==> src/design/bsig_pkg.sv <==
package bsig_pkg;

  localparam int IDX_W      = 24;
  localparam int EXT_W      = 9;
  localparam int NUMD_W     = 2;
  localparam int NUM_REGS   = 3;
  localparam int CFG_ADDR_W = 3;
  localparam int IN_TDATA_W = 8;

  localparam int DEF_MAX_DIMS   = 3;
  localparam int DEF_MAX_EXTENT = 256;

  localparam logic [CFG_ADDR_W-1:0] CFG_NUM_DIMS = 3'd0;
  localparam logic [CFG_ADDR_W-1:0] CFG_EXTENT_0 = 3'd1;
  localparam logic [CFG_ADDR_W-1:0] CFG_EXTENT_1 = 3'd2;
  localparam logic [CFG_ADDR_W-1:0] CFG_EXTENT_2 = 3'd3;
  localparam logic [CFG_ADDR_W-1:0] CFG_TILE_0   = 3'd4;
  localparam logic [CFG_ADDR_W-1:0] CFG_TILE_1   = 3'd5;
  localparam logic [CFG_ADDR_W-1:0] CFG_TILE_2   = 3'd6;

  typedef struct packed {
    logic div_load;
    logic div_step;
    logic div_store;
    logic clear_coords;
    logic advance;
    logic stride_init;
    logic stride_step;
    logic acc_clear;
    logic set_bad;
    logic pos_load;
    logic mac;
    logic out_load;
  } cmd_t;

  typedef struct packed {
    logic shape_ok;
  } sts_t;

endpackage

==> src/design/bsig_ctrl.sv <==
module bsig_ctrl #(
  parameter int MAX_DIMS = bsig_pkg::DEF_MAX_DIMS
) (
  input  logic                  clk,
  input  logic                  rst_n,
  input  logic                  in_tvalid,
  output logic                  in_tready,
  input  logic                  in_restart,
  output logic                  out_tvalid,
  input  logic                  out_tready,
  input  logic                  cfg_wr_en,
  input  bsig_pkg::sts_t        sts,
  input  logic [$clog2(((MAX_DIMS < bsig_pkg::NUM_REGS) ? MAX_DIMS
                        : bsig_pkg::NUM_REGS) + 1)-1:0] n_dims,
  output bsig_pkg::cmd_t        cmd,
  output logic [((((MAX_DIMS < bsig_pkg::NUM_REGS) ? MAX_DIMS
                  : bsig_pkg::NUM_REGS) > 1) ? $clog2((MAX_DIMS < bsig_pkg::NUM_REGS)
                  ? MAX_DIMS : bsig_pkg::NUM_REGS) : 1)-1:0] dim
);
  import bsig_pkg::*;

  localparam int ND     = (MAX_DIMS < NUM_REGS) ? MAX_DIMS : NUM_REGS;
  localparam int NW     = $clog2(ND + 1);
  localparam int DW     = (ND > 1) ? $clog2(ND) : 1;
  localparam int STEP_W = $clog2(EXT_W);

  localparam logic [3:0] S_IDLE      = 4'd0;
  localparam logic [3:0] S_DIV_LOAD  = 4'd1;
  localparam logic [3:0] S_DIV_STEP  = 4'd2;
  localparam logic [3:0] S_DIV_STORE = 4'd3;
  localparam logic [3:0] S_CHECK     = 4'd4;
  localparam logic [3:0] S_STRIDE    = 4'd5;
  localparam logic [3:0] S_POS       = 4'd6;
  localparam logic [3:0] S_MAC       = 4'd7;
  localparam logic [3:0] S_DONE      = 4'd8;

  logic [3:0]        state_r, state_nxt;
  logic [DW-1:0]     dim_r, dim_nxt;
  logic [STEP_W-1:0] step_r, step_nxt;
  logic              dirty_r, dirty_nxt;
  logic              started_r, started_nxt;
  logic              restart_r, restart_nxt;
  logic              out_valid_r, out_valid_nxt;
  logic              out_free;

  assign in_tready  = (state_r == S_IDLE);
  assign out_tvalid = out_valid_r;
  assign dim        = dim_r;
  assign out_free   = !out_valid_r || out_tready;

  always_comb begin
    state_nxt     = state_r;
    dim_nxt       = dim_r;
    step_nxt      = step_r;
    dirty_nxt     = dirty_r;
    started_nxt   = started_r;
    restart_nxt   = restart_r;
    out_valid_nxt = out_valid_r && !out_tready;
    cmd           = '0;
    case (state_r)
      S_IDLE: begin
        if (in_tvalid) begin
          restart_nxt = in_restart;
          if (dirty_r) begin
            dim_nxt   = '0;
            state_nxt = S_DIV_LOAD;
          end else begin
            state_nxt = S_CHECK;
          end
        end
      end
      S_DIV_LOAD: begin
        cmd.div_load = 1'b1;
        step_nxt     = '0;
        state_nxt    = S_DIV_STEP;
      end
      S_DIV_STEP: begin
        cmd.div_step = 1'b1;
        step_nxt     = step_r + STEP_W'(1);
        if (step_r == STEP_W'(EXT_W - 1)) begin
          state_nxt = S_DIV_STORE;
        end
      end
      S_DIV_STORE: begin
        cmd.div_store = 1'b1;
        if (32'(dim_r) == ND - 1) begin
          dirty_nxt = 1'b0;
          state_nxt = S_CHECK;
        end else begin
          dim_nxt   = dim_r + DW'(1);
          state_nxt = S_DIV_LOAD;
        end
      end
      S_CHECK: begin
        cmd.acc_clear = 1'b1;
        if (!sts.shape_ok) begin
          cmd.clear_coords = 1'b1;
          cmd.set_bad      = 1'b1;
          started_nxt      = 1'b0;
          state_nxt        = S_DONE;
        end else if (restart_r || !started_r) begin
          cmd.clear_coords = 1'b1;
          cmd.stride_init  = 1'b1;
          started_nxt      = 1'b1;
          if (ND > 1) begin
            dim_nxt   = DW'(1);
            state_nxt = S_STRIDE;
          end else begin
            dim_nxt   = '0;
            state_nxt = (n_dims == '0) ? S_DONE : S_POS;
          end
        end else begin
          cmd.advance = 1'b1;
          dim_nxt     = '0;
          state_nxt   = (n_dims == '0) ? S_DONE : S_POS;
        end
      end
      S_STRIDE: begin
        cmd.stride_step = 1'b1;
        if (32'(dim_r) == ND - 1) begin
          dim_nxt   = '0;
          state_nxt = (n_dims == '0) ? S_DONE : S_POS;
        end else begin
          dim_nxt = dim_r + DW'(1);
        end
      end
      S_POS: begin
        cmd.pos_load = 1'b1;
        state_nxt    = S_MAC;
      end
      S_MAC: begin
        cmd.mac = 1'b1;
        if (NW'(dim_r) + NW'(1) == n_dims) begin
          state_nxt = S_DONE;
        end else begin
          dim_nxt   = dim_r + DW'(1);
          state_nxt = S_POS;
        end
      end
      S_DONE: begin
        if (out_free) begin
          cmd.out_load  = 1'b1;
          out_valid_nxt = 1'b1;
          state_nxt     = S_IDLE;
        end
      end
      default: begin
        state_nxt = S_IDLE;
      end
    endcase
    if (cfg_wr_en) begin
      dirty_nxt = 1'b1;
    end
  end

  always_ff @(posedge clk) begin
    if (!rst_n) begin
      state_r     <= S_IDLE;
      dim_r       <= '0;
      step_r      <= '0;
      dirty_r     <= 1'b1;
      started_r   <= 1'b0;
      restart_r   <= 1'b0;
      out_valid_r <= 1'b0;
    end else begin
      state_r     <= state_nxt;
      dim_r       <= dim_nxt;
      step_r      <= step_nxt;
      dirty_r     <= dirty_nxt;
      started_r   <= started_nxt;
      restart_r   <= restart_nxt;
      out_valid_r <= out_valid_nxt;
    end
  end

`ifndef ASSERT_OFF
  a_div_only_dirty: assert property (@(posedge clk) disable iff (!rst_n)
    (state_r == S_DIV_STEP) |-> dirty_r)
    else $error("divider running with clean shape data");

  a_mac_dim_range: assert property (@(posedge clk) disable iff (!rst_n)
    (state_r == S_MAC) |-> (NW'(dim_r) < n_dims))
    else $error("index accumulate beyond dimensions in use");

  a_bad_drops_start: assert property (@(posedge clk) disable iff (!rst_n)
    (state_r == S_CHECK && !sts.shape_ok) |=> (state_r == S_DONE && !started_r))
    else $error("bad shape did not go straight to result");

  a_done_loads_out: assert property (@(posedge clk) disable iff (!rst_n)
    (state_r == S_DONE && out_free) |=> (out_valid_r && state_r == S_IDLE))
    else $error("finished result not loaded");
`endif

endmodule

==> src/design/bsig_dpath.sv <==
module bsig_dpath #(
  parameter int MAX_DIMS   = bsig_pkg::DEF_MAX_DIMS,
  parameter int MAX_EXTENT = bsig_pkg::DEF_MAX_EXTENT
) (
  input  logic                              clk,
  input  logic                              rst_n,
  input  logic                              cfg_wr_en,
  input  logic [bsig_pkg::CFG_ADDR_W-1:0]   cfg_addr,
  input  logic [bsig_pkg::EXT_W-1:0]        cfg_wr_data,
  input  bsig_pkg::cmd_t                    cmd,
  input  logic [((((MAX_DIMS < bsig_pkg::NUM_REGS) ? MAX_DIMS
                  : bsig_pkg::NUM_REGS) > 1) ? $clog2((MAX_DIMS < bsig_pkg::NUM_REGS)
                  ? MAX_DIMS : bsig_pkg::NUM_REGS) : 1)-1:0] dim,
  output bsig_pkg::sts_t                    sts,
  output logic [$clog2(((MAX_DIMS < bsig_pkg::NUM_REGS) ? MAX_DIMS
                        : bsig_pkg::NUM_REGS) + 1)-1:0] n_dims,
  output logic [bsig_pkg::IDX_W-1:0]        out_tdata,
  output logic                              out_tlast,
  output logic                              out_tuser
);
  import bsig_pkg::*;

  localparam int ND   = (MAX_DIMS < NUM_REGS) ? MAX_DIMS : NUM_REGS;
  localparam int NW   = $clog2(ND + 1);
  localparam int DW   = (ND > 1) ? $clog2(ND) : 1;
  localparam int CW   = $clog2(MAX_EXTENT);
  localparam int CMPW = ((CW > EXT_W) ? CW : EXT_W) + 1;
  localparam int PW   = CW + EXT_W;
  localparam int SPW  = IDX_W + EXT_W;
  localparam int MPW  = PW + IDX_W;

  logic [NUMD_W-1:0] num_dims_r;
  logic [EXT_W-1:0]  extent_r [ND];
  logic [EXT_W-1:0]  tile_r   [ND];

  logic [EXT_W-1:0]  ntiles_r [ND];
  logic [ND-1:0]     bad_r;
  logic [EXT_W-1:0]  rem_r, dvd_r, quo_r;
  logic [CW-1:0]     inner_r  [ND];
  logic [CW-1:0]     tcoord_r [ND];
  logic [IDX_W-1:0]  stride_r [ND];
  logic [PW-1:0]     pos_r;
  logic [IDX_W-1:0]  acc_r;
  logic              res_bad_r;
  logic [IDX_W-1:0]  out_idx_r;
  logic              out_last_r, out_bad_r;

  logic [EXT_W:0]    div_shift, div_diff;
  logic              div_ge;
  logic [DW-1:0]     prev_dim;
  logic [EXT_W-1:0]  ext_sel;
  logic [SPW-1:0]    str_prod;
  logic [MPW-1:0]    mac_prod;
  logic [CMPW-1:0]   inc_i [ND];
  logic [CMPW-1:0]   inc_t [ND];
  logic [ND-1:0]     wrap_i, wrap_t, upd_i, upd_t;
  logic              carry, last_all, shape_ok;

  always_comb begin
    if (32'(num_dims_r) > ND) begin
      n_dims = NW'(ND);
    end else begin
      n_dims = NW'(num_dims_r);
    end
  end

  assign div_shift = {rem_r, dvd_r[EXT_W-1]};
  assign div_diff  = div_shift - {1'b0, tile_r[dim]};
  assign div_ge    = (div_shift >= {1'b0, tile_r[dim]});

  assign prev_dim = dim - DW'(1);
  assign ext_sel  = (int'(prev_dim) < int'(n_dims)) ? extent_r[prev_dim] : EXT_W'(1);
  assign str_prod = SPW'(stride_r[prev_dim]) * SPW'(ext_sel);
  assign mac_prod = MPW'(pos_r) * MPW'(stride_r[dim]);

  always_comb begin
    carry    = 1'b1;
    last_all = 1'b1;
    shape_ok = 1'b1;
    for (int d = 0; d < ND; d++) begin
      inc_i[d]  = CMPW'(inner_r[d]) + CMPW'(1);
      inc_t[d]  = CMPW'(tcoord_r[d]) + CMPW'(1);
      wrap_i[d] = (inc_i[d] >= CMPW'(tile_r[d]));
      wrap_t[d] = (inc_t[d] >= CMPW'(ntiles_r[d]));
      upd_i[d]  = 1'b0;
      upd_t[d]  = 1'b0;
    end
    for (int d = 0; d < ND; d++) begin
      if (d < int'(n_dims)) begin
        upd_i[d] = carry;
        carry    = carry && wrap_i[d];
        if (bad_r[d]) begin
          shape_ok = 1'b0;
        end
        if (inc_i[d] != CMPW'(tile_r[d]) || inc_t[d] != CMPW'(ntiles_r[d])) begin
          last_all = 1'b0;
        end
      end
    end
    for (int d = 0; d < ND; d++) begin
      if (d < int'(n_dims)) begin
        upd_t[d] = carry;
        carry    = carry && wrap_t[d];
      end
    end
  end

  assign sts.shape_ok = shape_ok;

  always_ff @(posedge clk) begin
    if (!rst_n) begin
      num_dims_r <= NUMD_W'(1);
      for (int d = 0; d < ND; d++) begin
        extent_r[d] <= EXT_W'(1);
        tile_r[d]   <= EXT_W'(1);
      end
    end else if (cfg_wr_en) begin
      if (cfg_addr == CFG_NUM_DIMS) begin
        num_dims_r <= cfg_wr_data[NUMD_W-1:0];
      end
      for (int d = 0; d < ND; d++) begin
        if (32'(cfg_addr) == 32'(CFG_EXTENT_0) + d) begin
          extent_r[d] <= cfg_wr_data;
        end
        if (32'(cfg_addr) == 32'(CFG_TILE_0) + d) begin
          tile_r[d] <= cfg_wr_data;
        end
      end
    end
  end

  always_ff @(posedge clk) begin
    if (cmd.div_load) begin
      rem_r <= '0;
      dvd_r <= extent_r[dim];
      quo_r <= '0;
    end
    if (cmd.div_step) begin
      rem_r <= div_ge ? div_diff[EXT_W-1:0] : div_shift[EXT_W-1:0];
      dvd_r <= {dvd_r[EXT_W-2:0], 1'b0};
      quo_r <= {quo_r[EXT_W-2:0], div_ge};
    end
    if (cmd.div_store) begin
      ntiles_r[dim] <= quo_r;
      bad_r[dim]    <= (extent_r[dim] == '0) || (32'(extent_r[dim]) > MAX_EXTENT) ||
                       (tile_r[dim] == '0) || (rem_r != '0);
    end

    if (cmd.clear_coords) begin
      for (int d = 0; d < ND; d++) begin
        inner_r[d]  <= '0;
        tcoord_r[d] <= '0;
      end
    end else if (cmd.advance) begin
      for (int d = 0; d < ND; d++) begin
        if (upd_i[d]) begin
          inner_r[d] <= wrap_i[d] ? '0 : inc_i[d][CW-1:0];
        end
        if (upd_t[d]) begin
          tcoord_r[d] <= wrap_t[d] ? '0 : inc_t[d][CW-1:0];
        end
      end
    end

    if (cmd.stride_init) begin
      stride_r[0] <= IDX_W'(1);
    end
    if (cmd.stride_step) begin
      stride_r[dim] <= str_prod[IDX_W-1:0];
    end

    if (cmd.acc_clear) begin
      acc_r     <= '0;
      res_bad_r <= cmd.set_bad;
    end
    if (cmd.pos_load) begin
      pos_r <= PW'(tcoord_r[dim]) * PW'(tile_r[dim]) + PW'(inner_r[dim]);
    end
    if (cmd.mac) begin
      acc_r <= acc_r + mac_prod[IDX_W-1:0];
    end

    if (cmd.out_load) begin
      out_idx_r  <= res_bad_r ? '0 : acc_r;
      out_last_r <= !res_bad_r && last_all;
      out_bad_r  <= res_bad_r;
    end
  end

  assign out_tdata = out_idx_r;
  assign out_tlast = out_last_r;
  assign out_tuser = out_bad_r;

endmodule

==> src/design/blocked_scan_index_generator_core.sv <==
// Channel | Bus                         | Contents
// in      | in_tvalid/in_tready/in_tdata| tdata[0] restart
// out     | out_tvalid/out_tready/...   | tdata[23:0] elem_index, tlast last_of_run,
//         |                             | tuser[0] bad_shape
// cfg     | cfg_wr_en/cfg_addr/...      | register index, 9-bit write data
//
// A transfer runs the shape check, a position load and accumulate per dimension in use,
// then loads the result; input ready returns with result valid. A bad shape skips the sum.
// A restart adds a stride pass; a config write makes the next item run the shared divider.
// Index is summed one dimension at a time; synchronous active-low reset, no clearing pass.
// A held result lets one more transfer in; that item then waits until the output frees.
module blocked_scan_index_generator_core #(
  parameter int MAX_DIMS   = bsig_pkg::DEF_MAX_DIMS,
  parameter int MAX_EXTENT = bsig_pkg::DEF_MAX_EXTENT
) (
  input  logic                             clk,
  input  logic                             rst_n,
  input  logic                             in_tvalid,
  output logic                             in_tready,
  input  logic [bsig_pkg::IN_TDATA_W-1:0]  in_tdata,    // [0] restart
  output logic                             out_tvalid,
  input  logic                             out_tready,
  output logic [bsig_pkg::IDX_W-1:0]       out_tdata,   // [23:0] elem_index
  output logic                             out_tlast,
  output logic                             out_tuser,   // [0] bad_shape
  input  logic                             cfg_wr_en,
  input  logic [bsig_pkg::CFG_ADDR_W-1:0]  cfg_addr,
  input  logic [bsig_pkg::EXT_W-1:0]       cfg_wr_data
);
  import bsig_pkg::*;

  localparam int ND = (MAX_DIMS < NUM_REGS) ? MAX_DIMS : NUM_REGS;
  localparam int NW = $clog2(ND + 1);
  localparam int DW = (ND > 1) ? $clog2(ND) : 1;

  cmd_t          cmd;
  sts_t          sts;
  logic [NW-1:0] n_dims;
  logic [DW-1:0] dim;

  bsig_ctrl #(
    .MAX_DIMS (MAX_DIMS)
  ) u_ctrl (
    .clk        (clk),
    .rst_n      (rst_n),
    .in_tvalid  (in_tvalid),
    .in_tready  (in_tready),
    .in_restart (in_tdata[0]),
    .out_tvalid (out_tvalid),
    .out_tready (out_tready),
    .cfg_wr_en  (cfg_wr_en),
    .sts        (sts),
    .n_dims     (n_dims),
    .cmd        (cmd),
    .dim        (dim)
  );

  bsig_dpath #(
    .MAX_DIMS   (MAX_DIMS),
    .MAX_EXTENT (MAX_EXTENT)
  ) u_dpath (
    .clk         (clk),
    .rst_n       (rst_n),
    .cfg_wr_en   (cfg_wr_en),
    .cfg_addr    (cfg_addr),
    .cfg_wr_data (cfg_wr_data),
    .cmd         (cmd),
    .dim         (dim),
    .sts         (sts),
    .n_dims      (n_dims),
    .out_tdata   (out_tdata),
    .out_tlast   (out_tlast),
    .out_tuser   (out_tuser)
  );

endmodule
==> config.mk <==
export PLATFORM = sky130hd
export DESIGN_NAME = blocked_scan_index_generator_core
export DESIGN_NICKNAME = d
export VERILOG_FILES = /design/src/design/bsig_pkg.sv /design/src/design/bsig_ctrl.sv /design/src/design/bsig_dpath.sv /design/src/design/blocked_scan_index_generator_core.sv
export SDC_FILE = /design/constraint.sdc
export NUM_CORES = 2
export LEC_CHECK = 0
export BUFFER_PORTS_ARGS = -buffer_cell sky130_fd_sc_hd__buf_2
export CAP_MARGIN = 25
export CORE_MARGIN = 2
export CORE_UTILIZATION = 25
export CTS_CLUSTER_DIAMETER = 60
export DETAILED_ROUTE_END_ITERATION = 12
export SETUP_SLACK_MARGIN = 0.1
export SKIP_LAST_GASP = 1
export SLEW_MARGIN = 20
export SYNTH_ARGS = -nofsm -noshare
export SYNTH_HDL_FRONTEND = slang
export SYNTH_HIERARCHICAL = 1
export SYNTH_SLANG_ARGS = --single-unit
==> constraint.sdc <==
create_clock -name clk -period 24.6 [get_ports clk]
set_input_delay 2.46 -clock clk [delete_from_list [all_inputs] [get_ports clk]]
set_output_delay 2.46 -clock clk [all_outputs]
set_load 0.01 [all_outputs]
==> flow_metrics.tcl <==
set metrics [dict create \
    cts_sinks 315 \
    gp_congestion 0.864 \
    crit_path_top_delay_cell "dfxtp_4" \
    drv_slew 0 \
    skew_ns 0.0344 \
    setup.worst_path.class "reg -> reg" \
    grt_max_degree 78 \
    setup_viol 0 \
    yosys_warnings 6 \
    holdCritStartpoint "u_ctrl/step_r[2]" \
    detail_route.wl_per_cell_microns 15.9 \
    synthesis.area_sq_um 32000 \
    end_kind "flop" \
    dieArea_sq_um 131000 \
    ctsResizeCount 0 \
    dpl_cell_area_sq_um 34200 \
    async_reset_ff_share_pct 0 \
    vias 22100 \
    cp.required_ns 24.95 \
    grt.total_usage_pct 12.4 \
    crit_path_max_incr_delay_ns 0.71 \
    ir_drop_mv 0.0710 \
    power_density_nw_per_um2 51.2 \
    postCtsHoldBufs 0 \
    rsz0062_at_grt "false" \
    initial_core_util_pct 25.1 \
    numPlacedInstances 4889 \
    layout_common_cells "inv_1 (577), fa_1 (395), nand2_1 (354)" \
    layout_commonest_cell "inv_1" \
    hold_viol_final 0 \
    min_period_ns 8.50 \
    dr.pass1.iters 5 \
    syn-num-nets 3878 \
    postLayoutCoreUtil_pct 28.1 \
    relSlewSlack_pct 33.3 \
    avgViaCountPerCell 4.45 \
    hp-class "reg -> reg" \
    fin_nets 3904 \
    rows 131 \
    netlist_instances 3249 \
    antenna_found_initial 1 \
    worstPathMaxFanout 77 \
    crit_start "u_ctrl/dim[1]" \
    whs_ns 0.477 \
    die_h_microns 362 \
    syn_avg_cell_area_sq_um 9.84 \
    routed_wl_mm 79.1 \
    ant_nets 0 \
    synth_cell_types 71 \
    drive_gt1_share_pct 5.86 \
    seq_area_frac_synth_pct 29.1 \
    grt_first_pass_wirelength_mm 128 \
    hpwl_mm 61.0 \
    grt_pass1_vias 23500 \
    clk_latency_ns 0.59 \
    synth-edff-count 298 \
    ios 53 \
    leakage_nw 15.4 \
    cp_cell_sequence "inv_1 > ha_2 > buf_4 > mux2i_1 > nand2b_1 > nor2_1 > fa_1 > inv_1 > fa_1 > inv_1 > fa_1 > inv_1 > fa_1 > inv_1 > ha_1 > o21a_1 > o21ai_1 > o311ai_1 > a41o_1 > a211o_1 > a21o_1 > a21oi_2 > xnor3_1 > and3_1" \
    startpoint_type "flop" \
    clkTransAtPathRegs_ns 0.06 \
    clock_path_buffers 3 \
    port_buffers 45 \
    synth_ff_type "edfxtp_1" \
    post_cts_buffers 0 \
    fp.dieW_microns 362 \
    fmax_mhz 118 \
    post-place-ws_ns 16.09 \
    grt_remaining_overflow 0 \
    regToRegStartpoint "u_ctrl/dim[1]" \
    drc 0 \
    fin_tns_setup_ns 0 \
    setup_ws_ns 16.10 \
    design_area_sq_um 35800 \
    numCtsBuffers 45 \
    cts_max_level 2 \
    p_total_mw 1.83 \
    stdcell_count 4974 \
    cap_violations 0 \
    final.period_utilization_pct 34.6 \
    drt_iter0_drc 1430 \
    coreArea_sq_um 127000 \
    area_growth_pct 11.9 \
    status "finished, final reports clean" \
    cts-root-buf "clkbuf_16" \
    cts_tree "built" \
    ys_seq_elements 315 \
    cp.arrival_ns 8.85 \
    path_common_cell "inv_1" \
    tightest_slew_ns 1.00 \
]
==> cell usage after synthesis (8+ instances only) <==
cell      instances  share of area, %
nand3_1          38              0.59
mux2i_1          96               3.0
dfxtp_1          17               1.1
and2_1          182               3.6
o21ai_0          36              0.56
o21a_1           20              0.47
a21o_1           50               1.2
nand2b_1         40              0.78
nor3_1           23              0.36
nor4b_1          10              0.27
o21ai_1          48              0.75
o211ai_1          9              0.21
a21boi_1          8              0.19
inv_1           577               6.8
a211oi_1         11              0.26
edfxtp_1        298                28
nor3b_1          18              0.42
a21oi_1          96               1.5
nor2_1          257               3.0
xnor2_1          87               2.4
nand4_1          16              0.31
and3_1           57               1.1
or3_1            15              0.29
xor2_1           41               1.1
fa_1            395                25
ha_1            209               8.2
nor2b_1          38              0.74
buf_2            14              0.22
nand2_1         354               4.2
clkbuf_1         86               1.0
==> critical path, delay by kind of cell (launching register included) <==
| kind | cells | cell delay, ns |
|---|---|---|
| AO/OA/AOI/OAI | 7 | 1.76 |
| multiplexers | 1 | 0.59 |
| XOR/XNOR | 1 | 0.46 |
| flip-flops | 1 | 0.71 |
| buffers and inverters | 6 | 1.03 |
| adder cells (fa/ha/maj) | 6 | 2.68 |
| AND/OR/NAND/NOR | 3 | 1.01 |
==> cell families (layout without fill, tap and decap cells) <==
logic type	after synthesis	count (layout)	synth area share (%)
mux	104	104	3.29
xor+xnor	130	130	3.65
flops	315	315	29.1
other cells	0	1	0
fa+ha+maj	604	604	32.9
simple gates	1084	1084	16.5
compound gates	325	325	6.42
buf+inv	687	749	8.18
==> routing by layer <==
layer | track usage (%) | wire, microns
met1 | 16.2 | 35400
met2 | 20.9 | 37300
met3 | 1.97 | 4120
met4 | 3.91 | 2260
met5 | 0 | 0
==> power by group <==
| part | total, mW | leakage [nW] | internal (mW) | switching, mW |
|---|---|---|---|---|
| logic | 0.523 | 11.8 | 0.228 | 0.294 |
| clock network | 0.663 | 0.739 | 0.404 | 0.259 |
| registers | 0.644 | 2.82 | 0.631 | 0.0135 |
==> registers in the layout, summed over array words and instances (netlist names), 2 cells and up <==
register and cells:
u_ctrl/state_r 4, u_dpath/extent_r 27, u_dpath/tile_r 27, u_dpath/stride_r 72
u_dpath/out_tdata 24, u_dpath/quo_r 9, u_dpath/bad_r 3, u_dpath/pos_r 17
u_dpath/rem_r 9, u_dpath/acc_r 24, u_ctrl/step_r 4, u_dpath/ntiles_r 27
u_dpath/n_dims 2, u_dpath/inner_r 24, u_ctrl/dim 2, u_dpath/tcoord_r 24
u_dpath/dvd_r 9
==> worst paths after layout <==
| path | end | slack (ns) | cells after the start |
|---|---|---|---|
| max | u_dpath/stride_r[0][23] | 16.10 | 24 |
| min | u_ctrl/step_r[2] | 0.48 | 2 |
| max reg2reg | u_dpath/stride_r[0][23] | 16.10 | 24 |
| min reg2reg | u_ctrl/step_r[2] | 0.48 | 2 |
==> cell type report <==
type                    instances  area, sq um
diodes                          1         2.50
clock buffers                  51         1190
clock inverters                32          339
fillers                     13400        91400
inverters                     578         2170
multi-input cells            2247        20100
flip-flops and latches        315         9300
well taps                    1662         2080
repair buffers                 88          579
(Power assumes the default switching activity.)
